[src/rtl/itrs_pkg.sv]
// Constants and the digit-to-ASCII mapping for the integer to text converter.
package itrs_pkg;

	localparam int VALUE_BITS = 32;
	localparam int BASE_W = 6;
	localparam int CHAR_W = 7;
	localparam int DIGIT_W = 6;
	localparam int DIG_AW = (VALUE_BITS > 1) ? $clog2(VALUE_BITS) : 1;
	localparam int BIT_CW = (VALUE_BITS > 1) ? $clog2(VALUE_BITS) : 1;

	localparam logic [BASE_W-1:0] RADIX_MIN = BASE_W'(2);
	localparam logic [BASE_W-1:0] RADIX_MAX = BASE_W'(36);
	localparam logic [DIGIT_W-1:0] DIGIT_LIMIT = DIGIT_W'(10);

	localparam logic [CHAR_W-1:0] ASCII_ZERO = CHAR_W'(8'h30);
	localparam logic [CHAR_W-1:0] ASCII_A = CHAR_W'(8'h41);
	localparam logic [CHAR_W-1:0] ASCII_MINUS = CHAR_W'(8'h2D);

	// Digit values never exceed 35 here, so the letter range needs no wrap.
	function automatic logic [CHAR_W-1:0] digit_char(input logic [DIGIT_W-1:0] d);
		logic [CHAR_W-1:0] c;
		if (d < DIGIT_LIMIT) begin
			c = ASCII_ZERO + CHAR_W'(d);
		end else begin
			c = ASCII_A + CHAR_W'(d - DIGIT_LIMIT);
		end
		return c;
	endfunction

endpackage

[src/rtl/int_to_radix_string.sv]
// Signed integer to ASCII text in radix 2 to 36, one character per strobe.
//
//   Channel   Handshake         Payload
//   request   start / busy      value, base
//   result    strobe            character, last
//
// A request is taken when start is high and busy is low.
// Each digit comes from a restoring division by the radix, one quotient bit per
// cycle; digits go to a small digit store. Readout passes each character through
// the store read and then the output register.
// Reset clears the control state; the digit store is not cleared.
// The receiver cannot stall: each character is shown for one cycle.
module int_to_radix_string
	import itrs_pkg::*;
(
	input  logic                  clk,
	input  logic                  arst_n,
	input  logic                  start,
	output logic                  busy,
	input  logic [VALUE_BITS-1:0] value,
	input  logic [BASE_W-1:0]     base,
	output logic                  strobe,
	output logic [CHAR_W-1:0]     character,
	output logic                  last
);

	typedef enum logic [1:0] {
		ST_IDLE,
		ST_DIV,
		ST_LOAD,
		ST_EMIT
	} state_t;

	state_t                state_q;
	logic [VALUE_BITS-1:0] quo_q;
	logic [DIGIT_W-1:0]    rem_q;
	logic [BASE_W-1:0]     radix_q;
	logic                  nz_q;
	logic [BIT_CW-1:0]     bit_q;
	logic [DIG_AW-1:0]     ptr_q;
	logic                  strobe_q;
	logic [CHAR_W-1:0]     char_q;
	logic                  last_q;

	logic [DIGIT_W-1:0]    dig_mem [VALUE_BITS];
	logic [DIGIT_W-1:0]    rd_q;

	logic                  accept;
	logic [VALUE_BITS-1:0] mag;
	logic [BASE_W-1:0]     radix_in;
	logic [DIGIT_W:0]      rem_sh;
	logic                  ge;
	logic [DIGIT_W:0]      rem_nx;
	logic                  digit_done;

	assign accept = start && (state_q == ST_IDLE);
	assign mag = value[VALUE_BITS-1] ? (~value + VALUE_BITS'(1)) : value;

	always_comb begin
		priority if (base < RADIX_MIN) begin
			radix_in = RADIX_MIN;
		end else if (base > RADIX_MAX) begin
			radix_in = RADIX_MAX;
		end else begin
			radix_in = base;
		end
	end

	// One step of restoring division: bring in the next dividend bit.
	assign rem_sh = {rem_q, quo_q[VALUE_BITS-1]};
	assign ge = rem_sh >= {1'b0, radix_q};
	assign rem_nx = ge ? (rem_sh - {1'b0, radix_q}) : rem_sh;
	assign digit_done = (state_q == ST_DIV) && (bit_q == '0);

	always_ff @(posedge clk or negedge arst_n) begin
		if (!arst_n) begin
			state_q  <= ST_IDLE;
			nz_q     <= 1'b0;
			bit_q    <= '0;
			ptr_q    <= '0;
			strobe_q <= 1'b0;
			last_q   <= 1'b0;
		end else begin
			strobe_q <= 1'b0;
			unique case (state_q)
				ST_IDLE: begin
					if (accept) begin
						quo_q   <= mag;
						rem_q   <= '0;
						radix_q <= radix_in;
						nz_q    <= 1'b0;
						bit_q   <= BIT_CW'(VALUE_BITS - 1);
						ptr_q   <= '0;
						// The sign goes out as soon as the request is taken.
						if (value[VALUE_BITS-1]) begin
							strobe_q <= 1'b1;
							char_q   <= ASCII_MINUS;
							last_q   <= 1'b0;
						end
						state_q <= ST_DIV;
					end
				end
				ST_DIV: begin
					quo_q <= {quo_q[VALUE_BITS-2:0], ge};
					if (bit_q != '0) begin
						rem_q <= rem_nx[DIGIT_W-1:0];
						nz_q  <= nz_q | ge;
						bit_q <= bit_q - BIT_CW'(1);
					end else if (nz_q || ge) begin
						// The quotient is the dividend for the next digit.
						rem_q <= '0;
						nz_q  <= 1'b0;
						bit_q <= BIT_CW'(VALUE_BITS - 1);
						ptr_q <= ptr_q + DIG_AW'(1);
					end else begin
						state_q <= ST_LOAD;
					end
				end
				ST_LOAD: begin
					state_q <= ST_EMIT;
				end
				ST_EMIT: begin
					strobe_q <= 1'b1;
					char_q   <= digit_char(rd_q);
					last_q   <= (ptr_q == '0);
					if (ptr_q == '0) begin
						state_q <= ST_IDLE;
					end else begin
						ptr_q   <= ptr_q - DIG_AW'(1);
						state_q <= ST_LOAD;
					end
				end
				default: begin
					state_q <= ST_IDLE;
				end
			endcase
		end
	end

	// Digit store: least significant digit at index zero, read back downward.
	always_ff @(posedge clk) begin
		if (digit_done) begin
			dig_mem[ptr_q] <= rem_nx[DIGIT_W-1:0];
		end
		rd_q <= dig_mem[ptr_q];
	end

	assign busy = (state_q != ST_IDLE);
	assign strobe = strobe_q;
	assign character = char_q;
	assign last = last_q;

	// The running remainder always stays below the radix.
	a_rem_range: assert property (@(posedge clk) disable iff (!arst_n)
		(state_q == ST_DIV) |-> ({1'b0, rem_q} < {1'b0, radix_q}))
		else $error("remainder out of range");

	// A request is never taken while one is in progress, and takes the block busy.
	a_start_busy: assert property (@(posedge clk) disable iff (!arst_n)
		(start && !busy) |=> busy)
		else $error("request taken without going busy");

	// Right after the final character only the sign of a newly taken request can follow.
	a_last_gap: assert property (@(posedge clk) disable iff (!arst_n)
		(strobe && last) |=> (!strobe || (character == ASCII_MINUS)))
		else $error("character right after the final one");

	// Digits are shown only from the readout states; the check covers the final character.
	a_emit_src: assert property (@(posedge clk) disable iff (!arst_n)
		(strobe && last) |-> ($past(state_q) == ST_EMIT))
		else $error("final character not from readout");

endmodule
[config.mk]
export PLATFORM = sky130hd
export DESIGN_NAME = int_to_radix_string
export DESIGN_NICKNAME = d
export VERILOG_FILES = /design/src/rtl/itrs_pkg.sv /design/src/rtl/int_to_radix_string.sv
export SDC_FILE = /design/constraint.sdc
export NUM_CORES = 1
export LEC_CHECK = 0
export ABC_AREA = 1
export BUFFER_PORTS_ARGS = -buffer_cell sky130_fd_sc_hd__buf_4
export CAP_MARGIN = 20
export CORE_ASPECT_RATIO = 0.9
export CORE_UTILIZATION = 40
export CTS_CLUSTER_SIZE = 16
export DETAILED_ROUTE_END_ITERATION = 8
export PLACE_DENSITY_LB_ADDON = 0.08
export SYNTH_ARGS = -nofsm -noshare
export SYNTH_HDL_FRONTEND = slang
export SYNTH_SLANG_ARGS = --single-unit
[constraint.sdc]
create_clock -name clk -period 10.2 [get_ports clk]
set_clock_uncertainty 0.05 [all_clocks]
set_input_delay 1.02 -clock clk [delete_from_list [all_inputs] [get_ports clk]]
set_output_delay 1.02 -clock clk [all_outputs]
set_load 0.005 [all_outputs]
# Yosys cells after proc, flatten, opt, wreduce, memory -nomap -nowiden
# Memory sizes are Yosys's and may differ from the RTL's. A register that Yosys moved wholly into a read port is not among the register bits.
# Cells that the tools add are included.
dict set report op_classes {
  n_reduce_logical 20
  bitwise 2
  order_cmp 4
  n_mul 0
  n_addsub 8
  n_shift 0
  eq_ne 10
  mux 39
  div 0
}
# operator count
set ops {}
lappend ops {{$mux 32} 2}
lappend ops {{$pmux 32 s2} 1}
lappend ops {{$mux 5} 7}
lappend ops {{$add 32x1->32 const B} 1}
lappend ops {{$not 32->32} 1}
lappend ops {{$mux 6} 5}
lappend ops {{$mux 7} 3}
lappend ops {{$pmux 5 s3} 1}
lappend ops {{$reduce_and 3->1} 5}
lappend ops {{$pmux 7 s2} 1}
lappend ops {{$pmux 6 s2} 1}
lappend ops {{$logic_not 5->1} 2}
lappend ops {{$ne 2x2->1 const B} 5}
lappend ops {{$pmux 5 s2} 1}
lappend ops {{$sub 5x1->5 const B} 2}
lappend ops {{$mux 1} 9}
lappend ops {{$mux 2} 4}
lappend ops {{$pmux 2 s4} 1}
lappend ops {{$reduce_and 4->1} 2}
lappend ops {{$add 6x6->7 const A} 1}
lappend ops {{$add 7x7->7 const A} 1}
lappend ops {{$ge 7x6->1} 1}
lappend ops {{$sub 6x4->7 const B} 1}
lappend ops {{$gt 6x6->1 const B} 1}
lappend ops {{other kinds (18)} 24}
dict set report totals {
  wordCells 95
  romBits 0
  input_bits 41
  latchBits 0
  reg_bits 66
  memories 1
  ramBits 192
}
# memory depth word_bits rd rd_clocked_by_memory_dff write_ports line_no
set mem_list {}
lappend mem_list {dig_mem 32 6 1 1 1 int_to_radix_string.sv:45} ;# logic [DIGIT_W-1:0] dig_mem [VALUE_BITS];

# Depth between registers and ports, before layout
dict set report depth {
  word_depth 5
  ltp_mapped 11
  mapped_depth_nobuf 11
}

# Worst setup path before layout
# No wires, ideal clock.
dict set report synth_timing {
  path_type {input port to flip-flop}
  from {in start}
  to {reg rem_q[0], enable pin}
  t_arrival_ns 3.099
  slack_ns 6.735
  required_ns 9.834
  path_stages 6
  path_buffers 0
  setup_ns 0.316
  cell_sequence {nand2_1 -> o21ai_1 -> inv_1 -> nor2_1 -> nand2_1 -> inv_1}
}
dict set report synth_via {
  elab_chain_cells 3
}
# element line_no
set synth_rtl {}
lappend synth_rtl {{from (decl)} int_to_radix_string.sv:18} ;# input logic start,
lappend synth_rtl {{$logic_and 1x1->1} int_to_radix_string.sv:56} ;# assign accept = start && (state_q == ST_IDLE);
lappend synth_rtl {{$ne 2x2->1 (no source line)} --}
lappend synth_rtl {{$reduce_and 4->1 (no source line)} --}
lappend synth_rtl {{to (signal assigned)} int_to_radix_string.sv:106} ;# rem_q <= rem_nx[DIGIT_W-1:0];
lappend synth_rtl {{to (decl)} int_to_radix_string.sv:36} ;# logic [DIGIT_W-1:0] rem_q;
# No other way between the ends.
# A chain may end at the register's enable or synchronous reset.

# Final worst setup path
dict set report layout_timing {
  from {reg state_q[1]}
  to {reg rem_q[1], enable pin}
}
dict set report layout_via {
  elab_chain_cells 4
  elab_cells_between_ends 7
}
# element line_no
set layout_rtl {}
lappend layout_rtl {{from (decl)} int_to_radix_string.sv:34} ;# state_t state_q;
lappend layout_rtl {{from (signal assigned)} int_to_radix_string.sv:77} ;# state_q <= ST_IDLE;
lappend layout_rtl {{from (signal assigned)} int_to_radix_string.sv:100} ;# state_q <= ST_DIV;
lappend layout_rtl {{from (signal assigned)} int_to_radix_string.sv:116} ;# state_q <= ST_LOAD;
lappend layout_rtl {{$logic_not 2->1} {int_to_radix_string.sv:56, int_to_radix_string.sv:85}}
lappend layout_rtl {{$logic_and 1x1->1} int_to_radix_string.sv:56}
lappend layout_rtl {{$ne 2x2->1 (no source line)} --}
lappend layout_rtl {{$reduce_and 4->1 (no source line) (*)} --}
# Mark *: on every way between the ends. The rest lies on a longest branch, timed or not.

==> reports/qor.log <==
[final_layout] number of inserted filler cells in the final layout 2,704
[synthesis] total standard cell area after synthesis 12,000 um^2
[synthesis] async set-reset flop share out of synthesis 5.68%
[final_layout] ant diodes 0
[final_layout] number of nets in the layout 1,236
[grt] vias in the first global route 8,042
[placement] instance area after placement 12,800 um^2
[timing] Max Clock Freq 306 MHz
[final_layout] post-layout utilization of the core 47.4%
[clock_tree] clock insertion delay at the later pin of the skew report 540 ps
[final_layout] area of all sequential standard cells 7790 um^2
[synthesis] gate count of the mapped netlist 1,118
[timing] final-layout setup total negative slack 0 ps
[synthesis] Warnings, synthesis 0
[die] Die ar. 30,600 um^2
[final_layout] share of final-layout standard cells stronger than drive strength 1 11.2%
[worst_hold_path] hold crit path type input port to async pin
[grt] all-layer global routing usage 19.4%
[placement] quantity of I/O buffers inserted on ports 50
[timing] Slew Limit Headroom 34.4%
[drt] Vias 8,185
[die] starting density of the core 41.1%
[timing] slew at the pin closest to its max-slew limit 982 ps
[placement] cell total after placement 1,539
[critical_path] Data arrival, critical path 3450 ps
[clock_tree] post-CTS setup-driven buffer insertion count 0
[placement] final RePlAce weighted congestion 0.832
[clock_tree] number of resized instances in the post-cts repair step 0
[critical_path] Critical Path Start Type flip-flop
[clock_tree] Clock H-tree levels 1
[drt] Routed wire per std cell 18.2 um
[die] number of I/O pins 51
[critical_path] R2R depth 9
[timing] Final Cycle Share 32.1%
[final_layout] layout overhead on the synthesized area 15.4%
[grt] initial antenna violation count 0
[timing] post-route setup slack 6930 ps
[die] Die W 184 um
[die] number of cell rows 59
[timing] Pins Over Slew Limit 0
[timing] setup repair after global routing missed its margin false
[drt] total length of routed wires 29,100 um
[grt] total congestion overflow 0
[flow_run] maximum capacitance violations 0
[synthesis] ys flop type sky130_fd_sc_hd__edfxtp_1
[drt] residual DRC count 0
[critical_path] CP endpoint kind flip-flop
[clock_tree] cell at the root of the clock tree sky130_fd_sc_hd__clkbuf_16
[clock_tree] total number of clock tree sinks 264
[timing] final number of hold-violating endpoints 0
[clock_tree] clock tree from TritonCTS yes
[synthesis] syn_nets 1,179
[clock_tree] maximum clock path buffer count 3
[synthesis] Syn Area/Cell 10.7 um^2
[drt] vias per inst 5.14
[clock_tree] clock-pin slew reported for the worst setup and hold paths after clock tree synthesis 60 ps
[die] standard cell core area 29,200 um^2
[placement] worst slack at placement 6900 ps
[timing] setup violation total in the final timing report 0
[power] sum of internal, switching and leakage power 3.74 mW
[power] leak pwr 5.28 nW
[synthesis] count of cell types in the netlist 37
[outcome] status finished clean
[drt] DR pass1 iterations 5
[drt] Iteration-0 DRC Markers 617
[timing] final critical path time including I/O delays and setup 3270 ps
[critical_path] Worst Path Class, Setup flip-flop to flip-flop
[final_layout] Post-Layout Inst Area 13,800 um^2
[drt] remaining number of nets flagged by the antenna check after routing 0
[power] power density of the placed cells 270 nW/um^2
[timing] WHS 285 ps
[final_layout] Final Instance Count excl. Fillers 1,593
[clock_tree] number of buffers created by CTS 29
[final_layout] combined area of the multi-input logic cells 3650 um^2
[grt] global-route wire length before repair 45,800 um
[clock_tree] Post-CTS Hold Buffers 0
[synthesis] fraction of the yosys area taken by sequential cells 65.1%
[power] worst vdd ir 0.000132 V
[die] Die Y-Extent 166 um
[placement] post-detail-place hpwl 18,900 um
[critical_path] largest fanout on the critical path 36
[synthesis] register bit total from synthesis 264
[grt] pin count of the biggest net entering global routing 51
[synthesis] Post-synth EDFFs 243
[critical_path] data required time of the worst path 10,370 ps
## power breakdown
part / leakage [nW] / switching [mW] / internal, mW
sequential: 2.43 / 0.0546 / 1.48
clock: 0.489 / 0.422 / 0.697
combinational: 2.36 / 0.783 / 0.305
## path summary, 6_finish.rpt
check | startpoint | slack [ps] | to
worst max-delay path | state_q[1] | 6930 | rem_q[1]
worst min-delay path | arst_n | 280 | strobe
worst max register to register | state_q[1] | 6930 | rem_q[1]
worst min register to register | bit_q[1] | 440 | bit_q[1]
max in group asynchronous | arst_n | 9620 | ptr_q[3]
min in group clk | bit_q[1] | 440 | bit_q[1]
## layout make-up
type	count	share of cell area, %
clock buffers	34	5.39
clock inverters	19	2.00
inverters	104	2.82
multi-input cells	714	26.4
flip-flops and latches	264	56.4
well taps	396	3.58
repair buffers	62	3.42
## cell families (layout without fill, tap and decap cells)
group,after synthesis,after routing,share of synthesized area [%]
simple gates,517,517,18.3
flops,264,264,65.1
compound gates,171,171,9.26
buf+inv,140,219,4.70
fa+ha+maj,20,20,2.21
xor+xnor,6,6,0.439
## worst max-delay path, cell delays in order (launching register included)
cell and delay, ps:
sky130_fd_sc_hd__dfrtp_1 410, sky130_fd_sc_hd__inv_1 140, sky130_fd_sc_hd__ha_1 170, sky130_fd_sc_hd__buf_4 340
sky130_fd_sc_hd__inv_1 100, sky130_fd_sc_hd__o21ai_1 440, sky130_fd_sc_hd__inv_1 150, sky130_fd_sc_hd__nor2_4 770
sky130_fd_sc_hd__nand2_1 130, sky130_fd_sc_hd__inv_1 240
## flip-flops by register name (all words and copies together), names as in the netlist
| name | cells |
|---|---|
| rem_q | 6 |
| last | 1 |
| state_q | 2 |
| quo_q | 32 |
| character | 7 |
| nz_q | 1 |
| bit_q | 5 |
| radix_q | 6 |
| ptr_q | 5 |
| rd_q | 6 |
| strobe | 1 |
| dig_mem | 192 |
## synth_stat cells (8+ instances only)
library cell               count  area share [%]
sky130_fd_sc_hd__nand3_1      64             2.7
sky130_fd_sc_hd__a22oi_1      96             6.0
sky130_fd_sc_hd__ha_1         18             1.9
sky130_fd_sc_hd__nor2_1      123             3.9
sky130_fd_sc_hd__edfxtp_1    243              61
sky130_fd_sc_hd__buf_2        15            0.63
sky130_fd_sc_hd__o21ai_1       8            0.33
sky130_fd_sc_hd__nand2_1     279             8.7
sky130_fd_sc_hd__nand4_1      16            0.84
sky130_fd_sc_hd__a21oi_1      25             1.0
sky130_fd_sc_hd__clkbuf_1     12            0.38
sky130_fd_sc_hd__inv_1        99             3.1
sky130_fd_sc_hd__dfrtp_1      15             3.1
sky130_fd_sc_hd__o21ai_0      36             1.5
## placed cells by master (no fill, tap or decap), drive strengths merged, types with 3 or more instances in the layout
cell	Yosys	final
clkbuf	12	34
nand3b	5	5
dfxtp	6	6
bufinv	0	7
xor2	3	3
xnor2	3	3
o21ai	44	44
ha	18	18
clkinv	1	10
a21oi	25	25
a22oi	96	96
o211ai	3	3
buf	24	62
nand2	282	282
inv	103	103
edfxtp	243	243
nand3	64	64
nor3	15	15
or2	7	7
dfrtp	15	15
nor2	125	125
clkinvlp	0	3
nand4	17	17
## layer usage
| layer | part of all wire, % | wire (um) | vias up | GRT usage [%] |
|---|---|---|---|---|
| li1 | - | - | 4027 | - |
| met1 | 49 | 14300 | 3928 | 29.5 |
| met2 | 44 | 12800 | 205 | 29.4 |
| met3 | 5.3 | 1550 | 25 | 2.89 |
| met4 | 1.3 | 386 | 0 | 3.44 |
| met5 | 0 | 0 | - | 0 |
(Power assumes the default switching activity.)
